[config.mk]
export PLATFORM = sky130hd
export DESIGN_NAME = wccr_front_flat
export DESIGN_NICKNAME = d
export VERILOG_FILES = /design/src/rtl/core/wccr_pkg.sv /design/src/rtl/core/wccr_in_if.sv /design/src/rtl/core/wccr_front.sv /design/src/flat_wrapper.sv
export SDC_FILE = /design/constraint.sdc
export NUM_CORES = 1
export LEC_CHECK = 0
export ABC_AREA = 1
export BUFFER_PORTS_ARGS = -buffer_cell sky130_fd_sc_hd__buf_2
export CAP_MARGIN = 20
export CORE_MARGIN = 1.5
export CORE_UTILIZATION = 45
export CTS_BUF_LIST = sky130_fd_sc_hd__clkbuf_8
export CTS_CLUSTER_DIAMETER = 80
export CTS_CLUSTER_SIZE = 30
export DETAILED_ROUTE_END_ITERATION = 10
export GPL_TIMING_DRIVEN = 0
export PLACE_DENSITY_LB_ADDON = 0.3
export SYNTH_ARGS = -nofsm -noshare
export SYNTH_HDL_FRONTEND = slang
export SYNTH_SLANG_ARGS = --single-unit
[constraint.sdc]
create_clock -name clk -period 3.5 [get_ports clk]
set_clock_uncertainty 0.15 [all_clocks]
set_input_delay 0.175 -clock clk [delete_from_list [all_inputs] [get_ports clk]]
set_output_delay 0.175 -clock clk [all_outputs]
set_load 0.03 [all_outputs]
[src/rtl/core/wccr_pkg.sv]
// ----------------------------------------------------------------------------
// wccr_pkg
// Shared types, widths and constants of the cancel ratio detector.
// ----------------------------------------------------------------------------
`default_nettype none

package wccr_pkg;

  localparam int USER_IDX_W = 4;
  localparam int TIME_W     = 48;
  localparam int CNT_OUT_W  = 6;
  localparam int WINDOW_W   = 20;
  localparam int MINEV_W    = 6;
  localparam int RATIO_W    = 7;
  localparam int CFG_IDX_W  = 2;
  localparam int CFG_DATA_W = 20;

  localparam int USERS_DEF = 16;
  localparam int DEPTH_DEF = 32;

  localparam int PCT_FULL = 100;

  localparam logic [WINDOW_W-1:0] WINDOW_RST = WINDOW_W'(5000);
  localparam logic [MINEV_W-1:0]  MINEV_RST  = MINEV_W'(3);
  localparam logic [RATIO_W-1:0]  RATIO_RST  = RATIO_W'(70);

  localparam int Q_DEPTH = 2;
  localparam int Q_PTR_W = 1;
  localparam int Q_CNT_W = 2;

  typedef enum logic [CFG_IDX_W-1:0] {
    CFG_WINDOW     = 2'd0,
    CFG_MIN_EVENTS = 2'd1,
    CFG_RATIO      = 2'd2
  } cfg_reg_t;

  typedef struct packed {
    logic [WINDOW_W-1:0] window_ms;
    logic [MINEV_W-1:0]  min_events;
    logic [RATIO_W-1:0]  ratio_percent;
  } cfg_t;

  typedef struct packed {
    logic              is_cancel;
    logic [TIME_W-1:0] event_time;
  } evt_t;

  typedef enum logic [2:0] {
    S_CLEAR,
    S_IDLE,
    S_STATE,
    S_FULL,
    S_CHECK,
    S_DONE
  } back_state_t;

endpackage

`default_nettype wire

[src/rtl/core/wccr_in_if.sv]
// ----------------------------------------------------------------------------
// wccr_in_if
// Event channel: user index, cancel flag and timestamp.
// ----------------------------------------------------------------------------
`default_nettype none

interface wccr_in_if;
  import wccr_pkg::*;

  logic                  valid;
  logic                  ready;
  logic [USER_IDX_W-1:0] user_index;
  logic                  is_cancel;
  logic [TIME_W-1:0]     event_time;

  modport source (output valid, output user_index, output is_cancel,
                  output event_time, input ready);
  modport sink   (input valid, input user_index, input is_cancel,
                  input event_time, output ready);
endinterface

`default_nettype wire

[src/rtl/core/wccr_front.sv]
// ----------------------------------------------------------------------------
// wccr_front
// Accepts events, maps the user index onto a ring and queues the word.
// ----------------------------------------------------------------------------
`default_nettype none

module wccr_front import wccr_pkg::*; #(
  parameter int USERS = USERS_DEF,
  localparam int UW   = (USERS > 1) ? $clog2(USERS) : 1
) (
  input  wire logic          clk,
  input  wire logic          rst_n,
  wccr_in_if.sink            in_ch,
  input  wire logic          clearing,
  output logic               q_valid,
  output logic [UW-1:0]      q_user,
  output evt_t               q_evt,
  input  wire logic          q_pop
);

  localparam int IDX_CODES = 2 ** USER_IDX_W;

  logic [UW-1:0] mod_tab [IDX_CODES];

  for (genvar g = 0; g < IDX_CODES; g++) begin : g_mod
    assign mod_tab[g] = UW'(g % USERS);
  end

  logic [UW-1:0]      fifo_user [Q_DEPTH];
  evt_t               fifo_evt  [Q_DEPTH];
  logic [Q_PTR_W-1:0] wr_ptr_r, wr_ptr_nxt;
  logic [Q_PTR_W-1:0] rd_ptr_r, rd_ptr_nxt;
  logic [Q_CNT_W-1:0] cnt_r, cnt_nxt;
  logic               push;

  assign in_ch.ready = (cnt_r != Q_CNT_W'(Q_DEPTH)) && !clearing;
  assign push        = in_ch.valid && in_ch.ready;

  assign q_valid = (cnt_r != '0);
  assign q_user  = fifo_user[rd_ptr_r];
  assign q_evt   = fifo_evt[rd_ptr_r];

  always_comb begin
    wr_ptr_nxt = push ? wr_ptr_r + 1'b1 : wr_ptr_r;
    rd_ptr_nxt = q_pop ? rd_ptr_r + 1'b1 : rd_ptr_r;
    cnt_nxt    = cnt_r + Q_CNT_W'(push) - Q_CNT_W'(q_pop);
  end

  always_ff @(posedge clk) begin
    if (!rst_n) begin
      wr_ptr_r <= '0;
      rd_ptr_r <= '0;
      cnt_r    <= '0;
    end else begin
      wr_ptr_r <= wr_ptr_nxt;
      rd_ptr_r <= rd_ptr_nxt;
      cnt_r    <= cnt_nxt;
    end
  end

  always_ff @(posedge clk) begin
    if (push) begin
      fifo_user[wr_ptr_r] <= mod_tab[in_ch.user_index];
      fifo_evt[wr_ptr_r]  <= '{is_cancel: in_ch.is_cancel, event_time: in_ch.event_time};
    end
  end

endmodule

`default_nettype wire

[src/flat_wrapper.sv]
// flat-port wrapper written by rule: the top's interface ports become plain ports
module wccr_front_flat import wccr_pkg::*;
#(
  parameter int USERS = USERS_DEF,
  localparam int UW   = (USERS > 1) ? $clog2(USERS) : 1
)
  (clk, rst_n, clearing, q_valid, q_user, q_evt, q_pop, in_ch_valid, in_ch_user_index, in_ch_is_cancel, in_ch_event_time, in_ch_ready);
  wccr_in_if in_ch_i ();
  input  wire logic clk;
  input  wire logic rst_n;
  input  wire logic clearing;
  output logic q_valid;
  output logic [UW-1:0] q_user;
  output evt_t q_evt;
  input  wire logic q_pop;
  input wire logic [$bits(in_ch_i.valid)-1:0] in_ch_valid;
  input wire logic [$bits(in_ch_i.user_index)-1:0] in_ch_user_index;
  input wire logic [$bits(in_ch_i.is_cancel)-1:0] in_ch_is_cancel;
  input wire logic [$bits(in_ch_i.event_time)-1:0] in_ch_event_time;
  output wire logic [$bits(in_ch_i.ready)-1:0] in_ch_ready;
  assign in_ch_i.valid = in_ch_valid;
  assign in_ch_i.user_index = in_ch_user_index;
  assign in_ch_i.is_cancel = in_ch_is_cancel;
  assign in_ch_i.event_time = in_ch_event_time;
  assign in_ch_ready = in_ch_i.ready;
  wccr_front #(.USERS(USERS)) u_core (.clk(clk), .rst_n(rst_n), .in_ch(in_ch_i), .clearing(clearing), .q_valid(q_valid), .q_user(q_user), .q_evt(q_evt), .q_pop(q_pop));
endmodule
==> results.toml, run 1 <==
[run_status]
status = "finished clean"

[layout]
drive_above_1_share_pct = 49.2
multi_input_area_sq_um = 908
fillerInstances = 730
final-seq-area_sq_um = 3280
final_nets = 441
mostFrequentLayoutCells = "buf_2, edfxtp_1, dlygate4sd3_1"
final_core_util_pct = 62.7
area_delta_synth_final_pct = 34.5
final_common_cell = "buf_2"
n_antenna_cell = 0

[route]
drt_iter0_markers = 43
drt_first_pass_iters = 4
num_vias = 2326
totalWireLength_mm = 7.49
viasPerCell = 4.52
drc = 0
antenna_left = 0
routedWlPerCell_microns = 14.5

[critical_path]
end_kind = "flip-flop"
crit_required_ns = 3.40
path_cells = "inv_1 -> nand2_1 -> nand3_1 -> nor2_4 -> buf_12"
worstPathMaxFanout = 28
critPathSlowestCell = "nor2_4"
startpoint_type = "flip-flop"
cp.arrival_ns = 2.05
crit_type = "reg -> reg"
cp_slowest_stage_delay_ns = 0.69

[cts]
insertion_delay_ns = 0.34
clk_pin_slew_ns = 0.10
post_cts_buffers = 0
cts.path.max_buffers = 2
cts.sinks = 111
clockRootBuffer = "clkbuf_8"
cts_buffers = 9
cts_tree = "yes"
h-tree-depth = 3

[logic_synthesis]
synth_nets = 261
syn_area_sq_um = 4330
ys_types = 14
yosysWarnings = 0
seq_area_frac_synth_pct = 75.9
syn-mean-instance-area_sq_um = 21.5
syn_inst = 201
synth-seq-cells = 111

[sta]
slew_headroom_pct = 43.8
tightest_slew_ns = 0.841
final-hold-violation-count = 0
holdWs_ns = 0.0885
period_needed_ns = 2.14
setup_ws_ns = 1.36
slew_viol_final = 0
setup_violations = 0
finalCritPeriodShare_pct = 61.3
rsz0062_at_grt = "false"
timing.fmax_mhz = 466

[grt]
first_global_vias = 2492
grtUsageTotal_pct = 15.2
gr-total-overflow = 0
grt_first_pass_wirelength_mm = 11.6
antenna_found_initial = 0
grt_max_degree = 30

[hold_path]
hold_class = "in -> reg"

[power]
power_density_nw_per_um2 = 459
vdd_ir_drop_max_v = 0.000261
power_mw = 2.67
p_leak_nw = 2.34

[place]
port_buffers = 112
dp_hpwl_mm = 4.55
pre_cts_ws_ns = 1.35
routabilityCongestion = 0.685

[die]
die_w_microns = 101
rows = 35
die_area_sq_um = 10200
start_util_pct = 46.6
core_sq_um = 9280
ioPinCount = 113
die_h_microns = 101

[flow_run]
cap_viol_max_count = 0
cells in the mapped netlist, drive strengths merged:
cell    count  area, sq um
buf         6          111
nor2        6         22.5
nand2       8         30.0
inv         8         30.0
nand4       1         6.26
or2         2         12.5
mux2       53          785
nand3       2         10.0
dfxtp       5          100
a21oi       2         10.0
ha          2         25.0
edfxtp    106         3180
sequential cells by signal, summed over array words and instances (netlist names), named ones only:
signal	flops
u_core.cnt_r	2
u_core.fifo_evt	98
u_core.fifo_user	8
u_core.rd_ptr_r	1
u_core.wr_ptr_r	1
cell type report:
| class | count | area share (%) |
|---|---|---|
| buffer | 6 | 1.91 |
| clock buffer | 9 | 2.13 |
| clock inverter | 7 | 0.839 |
| inverter | 8 | 0.516 |
| multi-input combinational | 76 | 15.6 |
| sequential | 111 | 56.4 |
| tap | 129 | 2.77 |
| timing repair buffer | 169 | 19.8 |
logic make-up after synthesis:
logic type / Yosys count / share of synthesized area, %
and+or+nand+nor: 19 / 1.88
adders and majority gates: 2 / 0.578
muxes: 53 / 18.1
AOI/OAI and AO/OA: 2 / 0.231
buffers and inverters: 14 / 3.27
DFF: 111 / 75.9
power by group:
part | leakage (nW) | switching, mW | total, mW | internal [mW]
Combinational | 1.24 | 0.245 | 0.457 | 0.212
Clock | 0.0920 | 0.416 | 0.679 | 0.263
Sequential | 1.01 | 0.0169 | 1.54 | 1.52
final timing paths:
path	slack (ns)	depth (start not counted)	to	from
min	0.09	4	u_core.wr_ptr_r	in_ch_valid
min reg2reg	0.36	2	u_core.rd_ptr_r	u_core.rd_ptr_r
max reg2reg	1.36	5	u_core.fifo_evt[0][43]	u_core.cnt_r[0]
max	1.36	5	u_core.fifo_evt[0][43]	u_core.cnt_r[0]
through the flow:
stage               area [sq um]  TNS [ns]  instances
floorplan                   4330         0        201
global placement            5050    -64.25        442
detailed placement          5090         0        444
CTS                         5820         0        515
global route                5820         0        515
finish                      5820         0        515
worst max-delay path, delay by kind of cell, from the launching register on:
| family | cells | cell delay [ns] |
|---|---|---|
| buf+inv | 2 | 0.36 |
| flops | 1 | 0.34 |
| simple gates | 3 | 0.98 |
repair_timing:
action                     CTS  global route
hold buffers                55             0
hold endpoints to repair   111             0
setup endpoints to repair    0             0
resized for setup            0             0
metal layers:
| layer | vias to the layer above | GRT usage [%] | wire length (microns) |
|---|---|---|---|
| li1 | 1128 | - | - |
| met1 | 1121 | 17.9 | 3080 |
| met2 | 69 | 27.5 | 3990 |
| met3 | 8 | 3.12 | 335 |
| met4 | 0 | 5.77 | 87 |
| met5 | - | 0 | 0 |
(Power assumes the default switching activity.)
==> run 2, diff against run 1 <==
ABC_AREA = 0   (was 1)
clock period = 1.9 ns   (was 3.5 ns; I/O delays follow)
==> results.toml, run 2 <==
[die]
die_h_microns = 101
rows = 35
ioPinCount = 113
die_w_microns = 101
die_area_sq_um = 10200
core_sq_um = 9280
start_util_pct = 46.7

[layout]
top_regs = "u_core.fifo_evt (98), u_core.fifo_user (8), u_core.cnt_r (2)"
fillerInstances = 695
final_nets = 431
largest-register = "u_core.fifo_evt"
drive_above_1_share_pct = 51.3
mostFrequentLayoutCells = "buf_2, edfxtp_1, dlygate4sd3_1"
largest_reg_flops = 98
final_core_util_pct = 62.6
n_antenna_cell = 0
final_common_cell = "buf_2"
area_delta_synth_final_pct = 34.0

[sta]
timing.fmax_mhz = 551
slew_headroom_pct = 69.3
rsz0062_at_grt = "true"
slew_viol_final = 0
tightest_slew_ns = 0.461
setup_violations = 0
finalCritPeriodShare_pct = 95.5
period_needed_ns = 1.81
tns_ns = 0
final-hold-violation-count = 0

[logic_synthesis]
seq_area_frac_synth_pct = 75.7
yosysMostFrequentCell = "edfxtp_1"
synth.area.top_cells = "edfxtp_1, mux2_4, buf_12"
yosys.area.top_type = "edfxtp_1"
synthArstFlopShare_pct = 0
synth-edff-count = 106
yosysWarnings = 0
synth_nets = 250
ys.flop_type = "edfxtp_1"
netlist.area_leader.share_pct = 73.4
synth-seq-cells = 111
syn_area_sq_um = 4340
syn_inst = 190
syn-mean-instance-area_sq_um = 22.8
ys_types = 19
synth_commonest_cells = "edfxtp_1, mux2_4, and2_1, buf_12, dfxtp_1"

[grt]
grtUsageTotal_pct = 14.2
grt_max_degree = 28
first_global_vias = 2183
gr-total-overflow = 0
antenna_found_initial = 0
grt_first_pass_wirelength_mm = 10.8

[power]
vdd_ir_drop_max_v = 0.000498
power_density_nw_per_um2 = 886
p_leak_nw = 2.30

[critical_path]
worstPathMaxFanout = 27
cp.arrival_ns = 1.66
crit_type = "reg -> reg"
startpoint_type = "flip-flop"
startpoint = "u_core.cnt_r[1]"
path_cells = "nor2b_4 -> nor3b_4 -> and2b_4"
cp_slowest_stage_delay_ns = 0.51
crit_required_ns = 1.75
worstSetupEndpoint = "u_core.fifo_user[0][0]"
reg2reg_from = "u_core.cnt_r[1]"
r2r_setup_slack_ns = 0.09
reg2reg_to = "u_core.fifo_user[0][0]"
critPathSlowestCell = "and2b_4"
r2r_cells = 3
end_kind = "flip-flop"

[flow_run]
cap_viol_max_count = 0

[run_status]
status = "finished clean"

[route]
routedWlPerCell_microns = 14.2
drt_first_pass_iters = 6
drc = 0
drt_iter0_markers = 45
num_vias = 2252
viasPerCell = 4.46
antenna_left = 0
totalWireLength_mm = 7.18

[place]
routabilityCongestion = 0.627
dp_hpwl_mm = 4.11
port_buffers = 112

[cts]
cts_buffers = 9
h-tree-depth = 3
cts_tree = "yes"
cts.path.max_buffers = 2
cts.sinks = 111
insertion_delay_ns = 0.34
clk_pin_slew_ns = 0.09
clockRootBuffer = "clkbuf_8"

[hold_path]
hold_class = "in -> reg"
-- run 2: cell count changes after synthesis, sizes merged, moves of 2 or more --
cell | before | now
xnor2 | 0 | 2
inv | 8 | 2
nand2 | 8 | 1
and2 | 0 | 5
a21oi | 2 | 0
nor2 | 6 | 1
nand3 | 2 | 0
-- run 2: worst min-delay path by stage --
stage | from | end | slack, ns | cells after the start
after floorplan | in_ch_event_time[0] | u_core.fifo_evt[0][0] | 0.04 | 0
after global placement | in_ch_event_time[4] | u_core.fifo_evt[0][4] | 0.13 | 1
after detailed placement | in_ch_user_index[3] | u_core.fifo_user[0][3] | 0.14 | 1
after CTS | in_ch_valid | u_core.wr_ptr_r | 0.006 | 3
after global routing | in_ch_valid | u_core.wr_ptr_r | 0.005 | 3
final | in_ch_valid | u_core.wr_ptr_r | 0.02 | 3
-- run 2: final cells by class --
type	count	area, sq um	share of cell area [%]
flip-flops and latches	111	3290	56.5
repair buffers	168	1120	19.3
multi-input cells	73	961	16.5
well taps	129	161	2.78
clock buffers	9	124	2.13
plain buffers	6	111	1.92
clock inverters	7	41.3	0.710
inverters	2	7.51	0.129
-- run 2: stage by stage --
step	power (mW)	std cells	instance area [sq um]	worst slack (ns)	hold slack [ns]
6_report	5.15	505	5810	0.0854	0.0232
5_1_grt	5.37	505	5810	-0.0198	0.00506
4_1_cts	5.22	505	5810	0.0434	0.00646
3_5_place_dp	3.92	431	5070	-0.166	0.136
3_3_place_gp	3.90	431	5070	-0.141	0.132
2_1_floorplan	3.66	190	4340	0.145	0.0439
-- run 2: power breakdown --
group	switching [mW]	leakage, nW	internal [mW]	total, mW
clock network	0.724	0.0896	0.469	1.19
logic	0.575	1.20	0.495	1.07
registers	0.0457	1.01	2.84	2.89
-- run 2: repair_timing --
item,4_1_cts,5_1_grt
hold buffers,56,0
endpoints found under the hold margin,111,0
resized for setup,3,2
setup endpoints to repair,106,67
setup buffers,0,0
pin swaps,1,0
gates cloned,2,0
-- run 2: layer usage --
layer,wire length (microns),global-route usage [%]
met1,3150,17.1
met2,3660,24.8
met3,282,3.17
met4,93,6.09
met5,0,0
-- run 2: logic make-up (layout without fill, tap and decap cells) --
logic type / count (synthesis) / in the layout / share of synthesized area [%]
XOR/XNOR: 3 / 3 / 0.606
multiplexers: 54 / 54 / 18.3
flip-flops: 111 / 111 / 75.7
adder cells (fa/ha/maj): 2 / 2 / 0.577
AND/OR/NAND/NOR: 12 / 14 / 2.11
buffers and inverters: 8 / 192 / 2.74
-- run 2: critical path, delay by kind of cell (launching register included) --
| family | cells | cell delay, ns |
|---|---|---|
| flip-flops | 1 | 0.34 |
| AND/OR/NAND/NOR | 3 | 0.97 |
